## src/hdl/sbpa_pkg.sv

```systemverilog
package sbpa_pkg;

   // Default band count handed to the top level.
   localparam int NUM_BANDS_DEF = 8;

   // Number of FFT bins in one frame; a bin index at or above it is ignored.
   localparam int BIN_COUNT = 64;

   // Field widths.
   localparam int BIN_W      = 6;
   localparam int MAG_W      = 16;
   localparam int BAND_NUM_W = 3;
   localparam int BPB_W      = 4;
   localparam int MARGIN_W   = 4;
   localparam int RATE_W     = 12;

   // Configuration port widths.
   localparam int CSR_INDEX_W = 3;
   localparam int CSR_DATA_W  = 16;

   // Shared divider: the widest dividend is a 16-bit level times a 4-bit numerator.
   localparam int DIV_W = MAG_W + MARGIN_W;
   localparam int DEN_W = RATE_W;

   // Scale after reset and the held-peak decay of 15/16.
   localparam logic [MAG_W-1:0] SCALE_RESET = 16'd16;
   localparam int PEAK_DECAY_SHIFT = 4;

   // Register indexes.
   localparam logic [CSR_INDEX_W-1:0] CSR_FIRST_BIN     = 3'd0;
   localparam logic [CSR_INDEX_W-1:0] CSR_BINS_PER_BAND = 3'd1;
   localparam logic [CSR_INDEX_W-1:0] CSR_NOISE_FLOOR   = 3'd2;
   localparam logic [CSR_INDEX_W-1:0] CSR_MARGIN_NUM    = 3'd3;
   localparam logic [CSR_INDEX_W-1:0] CSR_MARGIN_DEN    = 3'd4;
   localparam logic [CSR_INDEX_W-1:0] CSR_ATTACK_DIV    = 3'd5;
   localparam logic [CSR_INDEX_W-1:0] CSR_RELEASE_DIV   = 3'd6;

   // Which quotient the shared divider is working on.
   typedef enum logic [1:0] {
      DIV_TARGET,
      DIV_FLOOR,
      DIV_GAP
   } div_sel_type;

   // Commands from the controller to the datapath.
   typedef struct packed {
      logic        capture;
      logic        map_en;
      logic        acc_en;
      logic        walk_en;
      logic        div_start;
      div_sel_type div_sel;
      logic        scale_en;
      logic        emit_take;
   } dp_cmd_type;

   // Status from the datapath to the controller.
   typedef struct packed {
      logic div_done;
      logic frame_end;
   } dp_status_type;

endpackage

```

## src/hdl/sbpa_divider.sv

```systemverilog
module sbpa_divider (
   input  logic                         clock,
   input  logic                         reset,
   input  logic                         start,
   input  logic [sbpa_pkg::DIV_W-1:0]   dividend,
   input  logic [sbpa_pkg::DEN_W-1:0]   divisor,
   output logic                         done,
   output logic [sbpa_pkg::DIV_W-1:0]   quotient
);
   import sbpa_pkg::*;

   localparam int CNT_W = $clog2(DIV_W + 1);

   // Restoring division, one quotient bit per cycle. The dividend shifts out of
   // the top of quo_ff while quotient bits shift in at the bottom.
   logic [DIV_W-1:0] quo_ff;
   logic [DEN_W-1:0] rem_ff;
   logic [DEN_W-1:0] den_ff;
   logic [CNT_W-1:0] count_ff;
   logic             busy_ff;
   logic             done_ff;

   logic [DEN_W:0]   rem_sh;
   logic             q_bit;
   logic [DEN_W:0]   rem_diff;

   always_comb begin
      rem_sh   = {rem_ff, quo_ff[DIV_W-1]};
      q_bit    = (rem_sh >= {1'b0, den_ff});
      rem_diff = rem_sh - {1'b0, den_ff};
   end

   always_ff @(posedge clock) begin
      if (reset) begin
         busy_ff  <= 1'b0;
         done_ff  <= 1'b0;
         count_ff <= '0;
      end else begin
         done_ff <= 1'b0;
         if (start) begin
            busy_ff  <= 1'b1;
            count_ff <= CNT_W'(DIV_W);
         end else if (busy_ff) begin
            count_ff <= count_ff - 1'b1;
            if (count_ff == CNT_W'(1)) begin
               busy_ff <= 1'b0;
               done_ff <= 1'b1;
            end
         end
      end
   end

   always_ff @(posedge clock) begin
      if (start) begin
         quo_ff <= dividend;
         rem_ff <= '0;
         den_ff <= divisor;
      end else if (busy_ff) begin
         quo_ff <= {quo_ff[DIV_W-2:0], q_bit};
         rem_ff <= q_bit ? rem_diff[DEN_W-1:0] : rem_sh[DEN_W-1:0];
      end
   end

   assign done     = done_ff;
   assign quotient = quo_ff;

endmodule

```

## src/hdl/sbpa_datapath.sv

```systemverilog
module sbpa_datapath #(
   parameter int NUM_BANDS = sbpa_pkg::NUM_BANDS_DEF,
   localparam int BAND_W = (NUM_BANDS > 1) ? $clog2(NUM_BANDS) : 1
) (
   input  logic                              clock,
   input  logic                              reset,
   input  logic                              csr_valid,
   input  logic [sbpa_pkg::CSR_INDEX_W-1:0]  csr_index,
   input  logic [sbpa_pkg::CSR_DATA_W-1:0]   csr_wdata,
   input  logic [sbpa_pkg::BIN_W-1:0]        req_bin_index,
   input  logic [sbpa_pkg::MAG_W-1:0]        req_magnitude,
   input  logic                              req_frame_end,
   input  sbpa_pkg::dp_cmd_type              cmd,
   input  logic [BAND_W-1:0]                 idx,
   output sbpa_pkg::dp_status_type           sts,
   output logic [sbpa_pkg::MAG_W-1:0]        rsp_band_level,
   output logic [sbpa_pkg::MAG_W-1:0]        rsp_band_peak,
   output logic [sbpa_pkg::MAG_W-1:0]        rsp_display_scale
);
   import sbpa_pkg::*;

   localparam int PROD_W = $clog2(NUM_BANDS + 1) + BPB_W;

   // Configuration registers.
   logic [BIN_W-1:0]    first_bin_ff;
   logic [BPB_W-1:0]    bpb_ff;
   logic [MAG_W-1:0]    floor_ff;
   logic [MARGIN_W-1:0] mnum_ff;
   logic [MARGIN_W-1:0] mden_ff;
   logic [RATE_W-1:0]   attack_ff;
   logic [RATE_W-1:0]   release_ff;

   // Captured input transaction and its band.
   logic [BIN_W-1:0]    bin_ff;
   logic [MAG_W-1:0]    mag_ff;
   logic                fend_ff;
   logic [BAND_W-1:0]   band_ff;
   logic                hit_ff;

   // Band state.
   logic [MAG_W-1:0]    fbm_ff [NUM_BANDS];
   logic [MAG_W-1:0]    peak_ff [NUM_BANDS];

   // Scale computation.
   logic [MAG_W-1:0]    fmax_ff;
   logic [MAG_W-1:0]    target_ff;
   logic [MAG_W-1:0]    floor_scale_ff;
   logic [MAG_W-1:0]    gap_q_ff;
   logic [MAG_W-1:0]    scale_ff;

   logic [BIN_W-1:0]    offset_c;
   logic                in_range_c;
   logic [NUM_BANDS-1:0] thr_c;
   logic [BAND_W-1:0]   band_c;
   logic                hit_c;

   logic [MAG_W-1:0]    cur_c;
   logic [MAG_W-1:0]    level_c;
   logic [MAG_W-1:0]    peak_cur_c;
   logic [MAG_W+PEAK_DECAY_SHIFT-1:0] dec_c;
   logic [MAG_W-1:0]    peak_in;

   logic                up_c;
   logic [MAG_W-1:0]    gap_c;
   logic [MARGIN_W-1:0] mden_nz_c;
   logic [RATE_W-1:0]   attack_nz_c;
   logic [RATE_W-1:0]   release_nz_c;
   logic [DIV_W-1:0]    div_dividend;
   logic [DEN_W-1:0]    div_divisor;
   logic                div_done;
   logic [DIV_W-1:0]    div_quotient;
   logic [MAG_W-1:0]    quo_sat_c;
   logic [MAG_W-1:0]    scale_new_c;

   // Configuration writes.
   always_ff @(posedge clock) begin
      if (reset) begin
         first_bin_ff <= 6'd1;
         bpb_ff       <= 4'd2;
         floor_ff     <= 16'd10;
         mnum_ff      <= 4'd8;
         mden_ff      <= 4'd5;
         attack_ff    <= 12'd12;
         release_ff   <= 12'd1000;
      end else if (csr_valid) begin
         unique case (csr_index)
            CSR_FIRST_BIN:     first_bin_ff <= csr_wdata[BIN_W-1:0];
            CSR_BINS_PER_BAND: bpb_ff       <= csr_wdata[BPB_W-1:0];
            CSR_NOISE_FLOOR:   floor_ff     <= csr_wdata[MAG_W-1:0];
            CSR_MARGIN_NUM:    mnum_ff      <= csr_wdata[MARGIN_W-1:0];
            CSR_MARGIN_DEN:    mden_ff      <= csr_wdata[MARGIN_W-1:0];
            CSR_ATTACK_DIV:    attack_ff    <= csr_wdata[RATE_W-1:0];
            CSR_RELEASE_DIV:   release_ff   <= csr_wdata[RATE_W-1:0];
            default: ;
         endcase
      end
   end

   // Band mapping: the band is the count of band boundaries k*bins_per_band
   // at or below the bin's offset into the span.
   always_comb begin
      offset_c   = bin_ff - first_bin_ff;
      in_range_c = (bpb_ff != '0) && (bin_ff >= first_bin_ff) &&
                   (32'(bin_ff) < 32'(BIN_COUNT));
      for (int k = 0; k < NUM_BANDS; k++) begin
         thr_c[k] = (PROD_W'(offset_c) >= PROD_W'(k + 1) * PROD_W'(bpb_ff));
      end
      band_c = '0;
      for (int k = 0; k < NUM_BANDS - 1; k++) begin
         if (thr_c[k]) begin
            band_c = BAND_W'(k + 1);
         end
      end
      hit_c = in_range_c && !thr_c[NUM_BANDS-1];
   end

   // Band walk: gate against the floor and update the held peak.
   always_comb begin
      cur_c      = fbm_ff[idx];
      level_c    = (cur_c < floor_ff) ? '0 : cur_c;
      peak_cur_c = peak_ff[idx];
      dec_c      = {peak_cur_c, {PEAK_DECAY_SHIFT{1'b0}}} -
                   {{PEAK_DECAY_SHIFT{1'b0}}, peak_cur_c};
      peak_in    = (level_c >= peak_cur_c) ? level_c : dec_c[MAG_W+PEAK_DECAY_SHIFT-1:PEAK_DECAY_SHIFT];
   end

   always_ff @(posedge clock) begin
      if (cmd.capture) begin
         bin_ff  <= req_bin_index;
         mag_ff  <= req_magnitude;
         fend_ff <= req_frame_end;
      end
      if (cmd.map_en) begin
         band_ff <= band_c;
         hit_ff  <= hit_c;
      end
   end

   always_ff @(posedge clock) begin
      if (reset) begin
         for (int b = 0; b < NUM_BANDS; b++) begin
            fbm_ff[b]  <= '0;
            peak_ff[b] <= '0;
         end
      end else begin
         if (cmd.acc_en && hit_ff && (mag_ff > fbm_ff[band_ff])) begin
            fbm_ff[band_ff] <= mag_ff;
         end
         // The walk leaves the gated level in place until it is delivered.
         if (cmd.walk_en) begin
            fbm_ff[idx]  <= level_c;
            peak_ff[idx] <= peak_in;
         end
         if (cmd.emit_take) begin
            fbm_ff[idx] <= '0;
         end
      end
   end

   // Divider operands.
   always_comb begin
      up_c         = (target_ff > scale_ff);
      gap_c        = up_c ? (target_ff - scale_ff) : (scale_ff - target_ff);
      mden_nz_c    = (mden_ff == '0) ? MARGIN_W'(1) : mden_ff;
      attack_nz_c  = (attack_ff == '0) ? RATE_W'(1) : attack_ff;
      release_nz_c = (release_ff == '0) ? RATE_W'(1) : release_ff;
      unique case (cmd.div_sel)
         DIV_TARGET: begin
            div_dividend = DIV_W'(fmax_ff) * DIV_W'(mnum_ff);
            div_divisor  = DEN_W'(mden_nz_c);
         end
         DIV_FLOOR: begin
            div_dividend = DIV_W'(floor_ff) * DIV_W'(mnum_ff);
            div_divisor  = DEN_W'(mden_nz_c);
         end
         DIV_GAP: begin
            div_dividend = DIV_W'(gap_c);
            div_divisor  = up_c ? attack_nz_c : release_nz_c;
         end
         default: begin
            div_dividend = '0;
            div_divisor  = DEN_W'(1);
         end
      endcase
      quo_sat_c   = (div_quotient[DIV_W-1:MAG_W] != '0) ? '1 : div_quotient[MAG_W-1:0];
      scale_new_c = up_c ? (scale_ff + gap_q_ff) : (scale_ff - gap_q_ff);
   end

   sbpa_divider u_div (
      .clock    (clock),
      .reset    (reset),
      .start    (cmd.div_start),
      .dividend (div_dividend),
      .divisor  (div_divisor),
      .done     (div_done),
      .quotient (div_quotient)
   );

   always_ff @(posedge clock) begin
      if (reset) begin
         scale_ff <= SCALE_RESET;
      end else if (cmd.scale_en) begin
         scale_ff <= (scale_new_c < floor_scale_ff) ? floor_scale_ff : scale_new_c;
      end
   end

   always_ff @(posedge clock) begin
      if (cmd.acc_en) begin
         fmax_ff <= floor_ff;
      end else if (cmd.walk_en && (level_c > fmax_ff)) begin
         fmax_ff <= level_c;
      end
      if (div_done) begin
         unique case (cmd.div_sel)
            DIV_TARGET: target_ff      <= quo_sat_c;
            DIV_FLOOR:  floor_scale_ff <= quo_sat_c;
            DIV_GAP:    gap_q_ff       <= div_quotient[MAG_W-1:0];
            default: ;
         endcase
      end
   end

   assign sts.div_done  = div_done;
   assign sts.frame_end = fend_ff;

   assign rsp_band_level    = fbm_ff[idx];
   assign rsp_band_peak     = peak_ff[idx];
   assign rsp_display_scale = scale_ff;

endmodule

```

## src/hdl/sbpa_ctrl.sv

```systemverilog
module sbpa_ctrl #(
   parameter int NUM_BANDS = sbpa_pkg::NUM_BANDS_DEF,
   localparam int BAND_W = (NUM_BANDS > 1) ? $clog2(NUM_BANDS) : 1
) (
   input  logic                      clock,
   input  logic                      reset,
   input  logic                      req_valid,
   input  logic                      rsp_stall,
   input  sbpa_pkg::dp_status_type   sts,
   output sbpa_pkg::dp_cmd_type      cmd,
   output logic [BAND_W-1:0]         idx,
   output logic                      req_stall,
   output logic                      rsp_valid,
   output logic                      rsp_last_band
);
   import sbpa_pkg::*;

   localparam logic [BAND_W-1:0] LAST_BAND = BAND_W'(NUM_BANDS - 1);

   typedef enum logic [3:0] {
      ST_IDLE,
      ST_MAP,
      ST_ACC,
      ST_WALK,
      ST_TGT_GO,
      ST_TGT_WAIT,
      ST_FLR_GO,
      ST_FLR_WAIT,
      ST_GAP_GO,
      ST_GAP_WAIT,
      ST_SCALE,
      ST_EMIT
   } state_type;

   state_type         state_ff;
   logic [BAND_W-1:0] idx_ff;

   always_ff @(posedge clock) begin
      if (reset) begin
         state_ff <= ST_IDLE;
         idx_ff   <= '0;
      end else begin
         unique case (state_ff)
            ST_IDLE:     if (req_valid) state_ff <= ST_MAP;
            ST_MAP:      state_ff <= ST_ACC;
            ST_ACC: begin
               idx_ff   <= '0;
               state_ff <= sts.frame_end ? ST_WALK : ST_IDLE;
            end
            ST_WALK: begin
               if (idx_ff == LAST_BAND) begin
                  idx_ff   <= '0;
                  state_ff <= ST_TGT_GO;
               end else begin
                  idx_ff <= idx_ff + 1'b1;
               end
            end
            ST_TGT_GO:   state_ff <= ST_TGT_WAIT;
            ST_TGT_WAIT: if (sts.div_done) state_ff <= ST_FLR_GO;
            ST_FLR_GO:   state_ff <= ST_FLR_WAIT;
            ST_FLR_WAIT: if (sts.div_done) state_ff <= ST_GAP_GO;
            ST_GAP_GO:   state_ff <= ST_GAP_WAIT;
            ST_GAP_WAIT: if (sts.div_done) state_ff <= ST_SCALE;
            ST_SCALE:    state_ff <= ST_EMIT;
            ST_EMIT: begin
               if (!rsp_stall) begin
                  if (idx_ff == LAST_BAND) begin
                     idx_ff   <= '0;
                     state_ff <= ST_IDLE;
                  end else begin
                     idx_ff <= idx_ff + 1'b1;
                  end
               end
            end
            default:     state_ff <= ST_IDLE;
         endcase
      end
   end

   always_comb begin
      cmd           = '0;
      cmd.capture   = (state_ff == ST_IDLE) && req_valid;
      cmd.map_en    = (state_ff == ST_MAP);
      cmd.acc_en    = (state_ff == ST_ACC);
      cmd.walk_en   = (state_ff == ST_WALK);
      cmd.div_start = (state_ff == ST_TGT_GO) || (state_ff == ST_FLR_GO) ||
                      (state_ff == ST_GAP_GO);
      if ((state_ff == ST_FLR_GO) || (state_ff == ST_FLR_WAIT)) begin
         cmd.div_sel = DIV_FLOOR;
      end else if ((state_ff == ST_GAP_GO) || (state_ff == ST_GAP_WAIT)) begin
         cmd.div_sel = DIV_GAP;
      end else begin
         cmd.div_sel = DIV_TARGET;
      end
      cmd.scale_en  = (state_ff == ST_SCALE);
      cmd.emit_take = (state_ff == ST_EMIT) && !rsp_stall;
   end

   assign idx           = idx_ff;
   assign req_stall     = (state_ff != ST_IDLE);
   assign rsp_valid     = (state_ff == ST_EMIT);
   assign rsp_last_band = (state_ff == ST_EMIT) && (idx_ff == LAST_BAND);

   a_last_result_idles: assert property (@(posedge clock) disable iff (reset)
      (rsp_valid && !rsp_stall && rsp_last_band) |=> (state_ff == ST_IDLE))
      else $error("final band result did not return the controller to idle");

   a_div_not_instant: assert property (@(posedge clock) disable iff (reset)
      cmd.div_start |=> !sts.div_done)
      else $error("divider reported done right after start");

   a_accept_maps: assert property (@(posedge clock) disable iff (reset)
      (req_valid && !req_stall) |=> (state_ff == ST_MAP))
      else $error("accepted transaction did not enter band mapping");

   a_no_accept_while_emit: assert property (@(posedge clock) disable iff (reset)
      rsp_valid |-> req_stall)
      else $error("input accepted while band results are pending");

endmodule

```

## src/hdl/spectrum_band_peak_autorange_core.sv

```systemverilog
// Spectrum band peak detector with automatic display range.
//
// Input channel (req_*): one FFT bin per transaction, index, magnitude and a
// frame-end flag. A transaction is taken when req_valid is high and req_stall
// is low. An ordinary bin goes through capture, band mapping and the update
// of the band maximum; req_stall is high during mapping and the update.
// A frame-end bin then starts the band walk: a step per band to gate levels
// and update held peaks, three divisions on the shared one-bit-per-cycle
// divider, a step to settle the scale, then NUM_BANDS result transactions.
// The input stays stalled until the last result is taken.
// Result channel (rsp_*): one transaction per band in band order, taken when
// rsp_valid is high and rsp_stall is low. While the receiver stalls, the
// result holds steady and the block waits.
// Configuration (csr_*): always ready; write only while the block is idle.
// Reset clears band maxima and held peaks, loads the register defaults and
// sets the display scale to 16.
module spectrum_band_peak_autorange_core #(
   parameter int NUM_BANDS = sbpa_pkg::NUM_BANDS_DEF
) (
   input  logic                              clock,
   input  logic                              reset,
   input  logic                              req_valid,
   output logic                              req_stall,
   input  logic [sbpa_pkg::BIN_W-1:0]        req_bin_index,
   input  logic [sbpa_pkg::MAG_W-1:0]        req_magnitude,
   input  logic                              req_frame_end,
   output logic                              rsp_valid,
   input  logic                              rsp_stall,
   output logic [sbpa_pkg::BAND_NUM_W-1:0]   rsp_band_number,
   output logic [sbpa_pkg::MAG_W-1:0]        rsp_band_level,
   output logic [sbpa_pkg::MAG_W-1:0]        rsp_band_peak,
   output logic [sbpa_pkg::MAG_W-1:0]        rsp_display_scale,
   output logic                              rsp_last_band,
   input  logic                              csr_valid,
   output logic                              csr_ready,
   input  logic [sbpa_pkg::CSR_INDEX_W-1:0]  csr_index,
   input  logic [sbpa_pkg::CSR_DATA_W-1:0]   csr_wdata
);
   import sbpa_pkg::*;

   localparam int BAND_W = (NUM_BANDS > 1) ? $clog2(NUM_BANDS) : 1;

   dp_cmd_type        cmd;
   dp_status_type     sts;
   logic [BAND_W-1:0] idx;

   // The register file never pushes back.
   assign csr_ready = 1'b1;

   // The band number is the walk index, widened or cut to the field width.
   assign rsp_band_number = BAND_NUM_W'(idx);

   sbpa_ctrl #(
      .NUM_BANDS (NUM_BANDS)
   ) u_ctrl (
      .clock         (clock),
      .reset         (reset),
      .req_valid     (req_valid),
      .rsp_stall     (rsp_stall),
      .sts           (sts),
      .cmd           (cmd),
      .idx           (idx),
      .req_stall     (req_stall),
      .rsp_valid     (rsp_valid),
      .rsp_last_band (rsp_last_band)
   );

   // The datapath holds the registers, band state and the shared divider.
   sbpa_datapath #(
      .NUM_BANDS (NUM_BANDS)
   ) u_dp (
      .clock             (clock),
      .reset             (reset),
      .csr_valid         (csr_valid && csr_ready),
      .csr_index         (csr_index),
      .csr_wdata         (csr_wdata),
      .req_bin_index     (req_bin_index),
      .req_magnitude     (req_magnitude),
      .req_frame_end     (req_frame_end),
      .cmd               (cmd),
      .idx               (idx),
      .sts               (sts),
      .rsp_band_level    (rsp_band_level),
      .rsp_band_peak     (rsp_band_peak),
      .rsp_display_scale (rsp_display_scale)
   );

endmodule

```

## config.mk

```make
export PLATFORM = sky130hd
export DESIGN_NAME = spectrum_band_peak_autorange_core
export DESIGN_NICKNAME = d
export VERILOG_FILES = /design/src/hdl/sbpa_pkg.sv /design/src/hdl/sbpa_divider.sv /design/src/hdl/sbpa_datapath.sv /design/src/hdl/sbpa_ctrl.sv /design/src/hdl/spectrum_band_peak_autorange_core.sv
export SDC_FILE = /design/constraint.sdc
export NUM_CORES = 1
export LEC_CHECK = 0
export BUFFER_PORTS_ARGS = -buffer_cell sky130_fd_sc_hd__buf_2
export CORE_AREA = 5 5 275 411
export CTS_CLUSTER_SIZE = 10
export DETAILED_ROUTE_END_ITERATION = 10
export DIE_AREA = 0 0 280 416
export MAX_ROUTING_LAYER = met4
export PLACE_DENSITY_LB_ADDON = 0.1
export SLEW_MARGIN = 20
export SYNTH_ARGS = -nofsm -noshare
export SYNTH_HDL_FRONTEND = slang
export SYNTH_HIERARCHICAL = 1
export SYNTH_SLANG_ARGS = --single-unit
```

## constraint.sdc

```tcl
create_clock -name clock -period 14.98 [get_ports clock]
set_clock_uncertainty 0.15 [all_clocks]
set_input_delay 0.749 -clock clock [delete_from_list [all_inputs] [get_ports clock]]
set_output_delay 0.749 -clock clock [all_outputs]
set_load 0.05 [all_outputs]
```

==> impl_metrics.env, run 1 <==
export IMPL_start_util=0.297
export IMPL_vdd_drop_max_uv=89.0
export IMPL_met1_usage=0.225
export IMPL_die_w_um=280
export IMPL_slew_viol_final=0
export IMPL_dp_cells=4660
export IMPL_cp_arrival_ps=8170
export IMPL_drc=0
export IMPL_critPathBufInv=6
export IMPL_die_y_um=416
export IMPL_yosysWarnings=6
export IMPL_synthTopCellsByArea="edfxtp_1 35%, ha_1 9.7%, dfxtp_1 6.2%"
export IMPL_dieArea_um2=116000
export IMPL_final_instance_count_excl_fill=4763
export IMPL_grt_max_degree=54
export IMPL_cap_viol_max_count=0
export IMPL_min_period_ps=7960
export IMPL_syn_nets=3616
export IMPL_clk_path_buf_depth=3
export IMPL_rsz0062_at_grt="false"
export IMPL_hold_depth=1
export IMPL_top_usage_layer="met2"
export IMPL_cts_htree_levels=2
export IMPL_vias_per_cell=5.47
export IMPL_reg2reg_to="u_dp/peak_ff[2][0]$_SDFFCE_PN0P_"
export IMPL_fin_setup_tns_ps=0
export IMPL_reg2reg_depth=27
export IMPL_first_pass_iters=6
export IMPL_hold_end="u_dp/mag_ff[15]$_DFFE_PP_"
export IMPL_synth_common_cells="379 x edfxtp_1, 341 x nor2_1, 308 x nand2_1"
export IMPL_ys_ff_latch=479
export IMPL_root_buffer="clkbuf_16"
export IMPL_hpwl_um=87600
export IMPL_synth_edf_count=379
export IMPL_area_growth_syn_to_layout_pct=12.0
export IMPL_r2r_start="u_ctrl/idx[1]$_SDFFE_PP0P_"
export IMPL_cts_tree="yes"
export IMPL_yosysSeqAreaShare=0.413
export IMPL_fmax_mhz=126
export IMPL_port_buffers=100
export IMPL_fin_hold_ws_ps=117
export IMPL_core_um2=109000
export IMPL_criticalPathCategory="flop to flop"
export IMPL_cts_setup_buffers=0
export IMPL_startpoint_type="flop"
export IMPL_overflow=0
export IMPL_wl_per_cell_um=25.5
export IMPL_post_route_util=0.332
export IMPL_cp_max_fo=41
export IMPL_power_density_nw_per_um2=104
export IMPL_cts_buffers=57
export IMPL_yosysTopAreaCellShare=0.351
export IMPL_ant_nets=0
export IMPL_status="finished clean"
export IMPL_min_delay_start="req_magnitude[15]"
export IMPL_cpMostUsedCell="buf_4"
export IMPL_hold_class="input pin to flop"
export IMPL_gp_routability_congestion=0.940
export IMPL_tightest_slew_ps=1210
export IMPL_crit_slowest_cell="a21boi_0"
export IMPL_grt_util_met2=0.374
export IMPL_syn_area_um2=32400
export IMPL_min_period_over_period=0.532
export IMPL_p_leak_nw=14.6
export IMPL_rrSetupSlack_ps=7020
export IMPL_synthFlopType="edfxtp_1"
export IMPL_max_stage_delay_ps=650
export IMPL_clock_sinks=479
export IMPL_crit_required_ps=15190
export IMPL_vias=26000
export IMPL_final_net_count=3652
export IMPL_yosysMostFrequentCell="edfxtp_1"
export IMPL_syn_avg_cell_area_um2=9.98
export IMPL_first_iter_violations=1927
export IMPL_grt_pass1_wl_um=177000
export IMPL_top_level_ports=102
export IMPL_grt_pass1_vias=27100
export IMPL_async_flop_share=0
export IMPL_path_delay_family="compound AO/OA/AOI/OAI gates"
export IMPL_synth_top_area_cell="edfxtp_1"
export IMPL_synth_cell_types=99
export IMPL_rows=149
export IMPL_setup_violations=0
export IMPL_track_usage=0.207
export IMPL_antenna_found_initial=2
export IMPL_drive_gt1_frac=0.102
export IMPL_clk_latency_ps=660
export IMPL_ctsHoldBuffers=0
export IMPL_cp_end_kind="flop"
export IMPL_clk_transition_reported_paths_ps=60
export IMPL_finalHoldViolCount=0
export IMPL_wirelength_um=122000
export IMPL_post_cts_resize_count=0
export IMPL_maxSlewHeadroom=0.188
export IMPL_grt_util_met3=0.0345
export IMPL_synth_cells=3250
-- routing by layer --
layer | routed length, um | part of all wire
met1 | 46000 | 0.38
met2 | 62900 | 0.52
met3 | 6700 | 0.055
met4 | 5950 | 0.049
met5 | 0 | 0
-- worst max path at each step --
| stage | from | depth (start not counted) | endpoint |
|---|---|---|---|
| after floorplan | u_ctrl/idx[2]$_SDFFE_PP0P_ | 29 | u_dp/peak_ff[0][0]$_SDFFCE_PN0P_ |
| after global placement | u_ctrl/idx[1]$_SDFFE_PP0P_ | 27 | u_dp/peak_ff[2][0]$_SDFFCE_PN0P_ |
| final | u_ctrl/idx[1]$_SDFFE_PP0P_ | 27 | u_dp/peak_ff[2][0]$_SDFFCE_PN0P_ |
| after CTS | u_ctrl/idx[1]$_SDFFE_PP0P_ | 27 | u_dp/peak_ff[2][0]$_SDFFCE_PN0P_ |
| after global routing | u_ctrl/idx[1]$_SDFFE_PP0P_ | 26 | u_dp/peak_ff[5][5]$_SDFFCE_PN0P_ |
| after detailed placement | u_ctrl/idx[1]$_SDFFE_PP0P_ | 27 | u_dp/peak_ff[2][0]$_SDFFCE_PN0P_ |
-- final cells by class --
type	instances	area, um2
fill	11300	72900
multi-input combinational	2338	17500
sequential	479	13400
tap	1434	1790
clock buffer	92	1650
timing repair buffer	159	953
inverter	251	942
clock inverter	8	100
antenna	2	5.00
-- power by group --
part | switching, mW | internal, mW | total, mW
registers | 0.0658 | 1.50 | 1.56
logic | 0.571 | 0.289 | 0.860
clock network | 0.585 | 0.764 | 1.35
-- per-stage QoR --
stage	worst slack [ps]	power (mW)	cell area (um2)
after global placement	7170	2.44	34500
after detailed placement	7110	2.45	34500
final	7020	3.77	36300
after global routing	6470	3.95	36300
after CTS	7070	3.82	36300
after floorplan	7880	2.15	32400
-- worst register-to-register path: stages, from the launching register on --
cell	delay [ps]
dfxtp_2	310
buf_4	540
inv_1	390
nand2_1	180
nor2_2	40
buf_4	290
a222oi_1	390
a21boi_0	650
inv_1	140
ha_1	320
o21ai_0	230
a21oi_1	120
a221o_1	300
a31o_1	200
a21oi_2	300
buf_4	370
or2_2	300
ha_1	260
nand2b_1	140
a21o_1	170
a21oi_1	140
o21ai_0	110
a211oi_1	260
o211a_1	190
buf_4	420
nor2_1	110
a41oi_1	570
nor2_1	90
-- logic make-up (layout without fill, tap and decap cells) --
logic type	Yosys count	after routing	share of synthesized area
buffers and inverters	433	510	0.0540
other	1	3	0.000116
AND/OR/NAND/NOR	987	987	0.140
adder cells (fa/ha/maj)	319	319	0.139
AO/OA/AOI/OAI	833	833	0.190
XOR/XNOR	99	99	0.0267
multiplexers	99	99	0.0381
flip-flops	479	479	0.413
-- state kept, by name, indices dropped and copies added, names as in the netlist, 12 cells and up --
signal,flops
u_dp/target_ff,16
u_dp/u_div/rem_ff,12
u_dp/gap_q_ff,16
u_dp/floor_ff,16
u_dp/u_div/quotient,20
u_dp/fmax_ff,16
u_dp/release_ff,12
u_dp/fbm_ff,128
u_dp/rsp_display_scale,16
u_dp/floor_scale_ff,16
u_dp/attack_ff,12
u_dp/u_div/den_ff,12
u_dp/mag_ff,16
u_dp/peak_ff,128
-- cell usage in the layout, fill, tap and decap left out, drive strengths merged, types with 56 or more instances in the layout --
master / count
edfxtp: 379
nor2: 342
nand2: 308
ha: 252
inv: 252
a22o: 159
buf: 159
a21oi: 152
dfxtp: 100
clkbuf: 92
o21ai: 91
a21o: 88
a22oi: 81
fa: 67
nor3: 63
xnor2: 60
mux2i: 56
Note: power is estimated with default switching activity, not from simulation.
==> inputs of run 2 (changes only) <==
==> constraint.sdc (replaced) <==
create_clock -name clock -period 7.8 [get_ports clock]
set_clock_uncertainty 0.15 [all_clocks]
set_input_delay 0.39 -clock clock [delete_from_list [all_inputs] [get_ports clock]]
set_output_delay 0.39 -clock clock [all_outputs]
set_load 0.05 [all_outputs]
==> impl_metrics.env, run 2 (synthesis gave the netlist of run 1 again) <==
export IMPL_final_instance_count_excl_fill=4839
export IMPL_rrSetupSlack_ps=820
export IMPL_setup_violations=0
export IMPL_track_usage=0.210
export IMPL_die_y_um=416
export IMPL_rows=149
export IMPL_fin_setup_tns_ps=0
export IMPL_hold_class="input pin to flop"
export IMPL_wirelength_um=123000
export IMPL_criticalPathCategory="flop to flop"
export IMPL_p_leak_nw=14.9
export IMPL_reg2reg_to="u_dp/peak_ff[4][1]$_SDFFCE_PN0P_"
export IMPL_drc=0
export IMPL_fmax_mhz=143
export IMPL_fin_hold_ws_ps=95.2
export IMPL_top_level_ports=102
export IMPL_cts_htree_levels=2
export IMPL_ant_nets=0
export IMPL_grt_pass1_wl_um=180000
export IMPL_rsz0062_at_grt="false"
export IMPL_port_buffers=100
export IMPL_vias_per_cell=5.46
export IMPL_die_w_um=280
export IMPL_wl_per_cell_um=25.3
export IMPL_tightest_slew_ps=1250
export IMPL_cp_end_kind="flop"
export IMPL_crit_required_ps=8030
export IMPL_layout_common_cells="379 x edfxtp_1, 336 x nor2_1, 307 x nand2_1"
export IMPL_reg2reg_depth=24
export IMPL_core_um2=109000
export IMPL_cts_tree="yes"
export IMPL_min_period_ps=6980
export IMPL_slew_viol_final=0
export IMPL_crit_start="u_ctrl/idx[2]$_SDFFE_PP0P_"
export IMPL_layout_commonest_cell="edfxtp_1"
export IMPL_vias=26400
export IMPL_cp_arrival_ps=7220
export IMPL_area_growth_syn_to_layout_pct=14.0
export IMPL_cts_setup_buffers=0
export IMPL_clk_transition_reported_paths_ps=60
export IMPL_startpoint_type="flop"
export IMPL_gp_routability_congestion=0.912
export IMPL_dp_cells=4693
export IMPL_vdd_drop_max_uv=171
export IMPL_hold_end="u_dp/mden_ff[2]$_SDFFE_PP1P_"
export IMPL_hpwl_um=90500
export IMPL_overflow=0
export IMPL_start_util=0.297
export IMPL_drive_gt1_frac=0.107
export IMPL_clk_path_buf_depth=3
export IMPL_min_delay_start="csr_index[0]"
export IMPL_first_iter_violations=2067
export IMPL_maxSlewHeadroom=0.164
export IMPL_cap_viol_max_count=0
export IMPL_cp_max_fo=24
export IMPL_root_buffer="clkbuf_16"
export IMPL_finalHoldViolCount=0
export IMPL_grt_pass1_vias=27500
export IMPL_dieArea_um2=116000
export IMPL_antenna_found_initial=4
export IMPL_r2r_start="u_ctrl/idx[2]$_SDFFE_PP0P_"
export IMPL_power_density_nw_per_um2=196
export IMPL_clk_latency_ps=650
export IMPL_min_period_over_period=0.895
export IMPL_status="finished clean"
export IMPL_final_net_count=3727
export IMPL_clock_sinks=479
export IMPL_hold_depth=4
export IMPL_grt_max_degree=50
export IMPL_first_pass_iters=6
export IMPL_cts_buffers=57
[run 2: changes by cell type in the layout (fill, tap and decap cells not counted), sizes merged]
| cell | before | now |
|---|---|---|
| buf | 159 | 193 |
| clkbuf | 92 | 91 |
| clkinv | 6 | 7 |
| diode | 2 | 3 |
| dlygate4sd3 | 0 | 41 |
[run 2: power by group]
part | internal, mW | switching [mW] | total, mW | leakage [nW]
Combinational | 0.597 | 1.11 | 1.71 | 9.55
Clock | 1.42 | 1.12 | 2.55 | 0.812
Sequential | 2.87 | 0.132 | 3.01 | 4.56
Total | 4.90 | 2.36 | 7.26 | 14.9
[run 2: final cells by class]
cell class	count	area [um2]
Fill cell	11200	72300
Multi-Input combinational cell	2338	17500
Sequential cell	479	13400
Tap cell	1434	1790
Timing Repair Buffer	234	1660
Clock buffer	91	1600
Inverter	251	942
Clock inverter	9	98.8
Antenna cell	3	7.51
[run 2: worst max path at each step]
stage | end | slack (ps) | cells past startpoint
after floorplan | u_dp/peak_ff[0][0]$_SDFFCE_PN0P_ | 700 | 29
after global placement | u_dp/rsp_display_scale[5]$_SDFFE_PP0P_ | 920 | 24
after detailed placement | u_dp/rsp_display_scale[7]$_SDFFE_PP0P_ | 840 | 24
after CTS | u_dp/rsp_display_scale[7]$_SDFFE_PP0P_ | 820 | 24
after global routing | u_dp/rsp_display_scale[4]$_SDFFE_PP1P_ | 390 | 26
final | u_dp/peak_ff[4][1]$_SDFFCE_PN0P_ | 820 | 24
[run 2: through the flow]
| step | setup slack (ps) | power (mW) | util | cell area (um2) |
|---|---|---|---|---|
| after floorplan | 703 | 4.12 | - | 32400 |
| after global placement | 919 | 4.72 | 0.318 | 34800 |
| after detailed placement | 837 | 4.74 | 0.319 | 34800 |
| after CTS | 821 | 7.34 | 0.338 | 36900 |
| after global routing | 387 | 7.59 | 0.338 | 37000 |
| final | 816 | 7.26 | 0.338 | 37000 |
[run 2: what timing repair did]
item | CTS | global route
hold buffers | 41 | 0
resized for setup | 0 | 0
endpoints found under the hold margin | 82 | 0
[run 2: worst max-delay path: stages, from the launching register on]
cell and delay, ps:
dfxtp_2 770, nor2_1 370, and2_4 420, a22o_1 290
a221oi_1 190, and3_1 410, inv_1 120, ha_1 320
a21o_1 160, a21o_1 170, a21oi_1 140, o21ai_0 160
a21oi_2 270, buf_4 250, nor2_1 100, ha_1 300
a21o_1 190, a21oi_1 140, o21ai_0 140, a211oi_1 270
o211a_1 440, buf_12 210, mux2i_1 410, buf_4 240
nor2_1 50
[run 2: routing by layer]
| metal | vias up | global-route usage | share of wire |
|---|---|---|---|
| li1 | 12100 | - | - |
| met1 | 13100 | 0.229 | 0.38 |
| met2 | 961 | 0.378 | 0.52 |
| met3 | 316 | 0.0305 | 0.053 |
| met4 | 0 | 0.0904 | 0.050 |
| met5 | - | - | 0 |
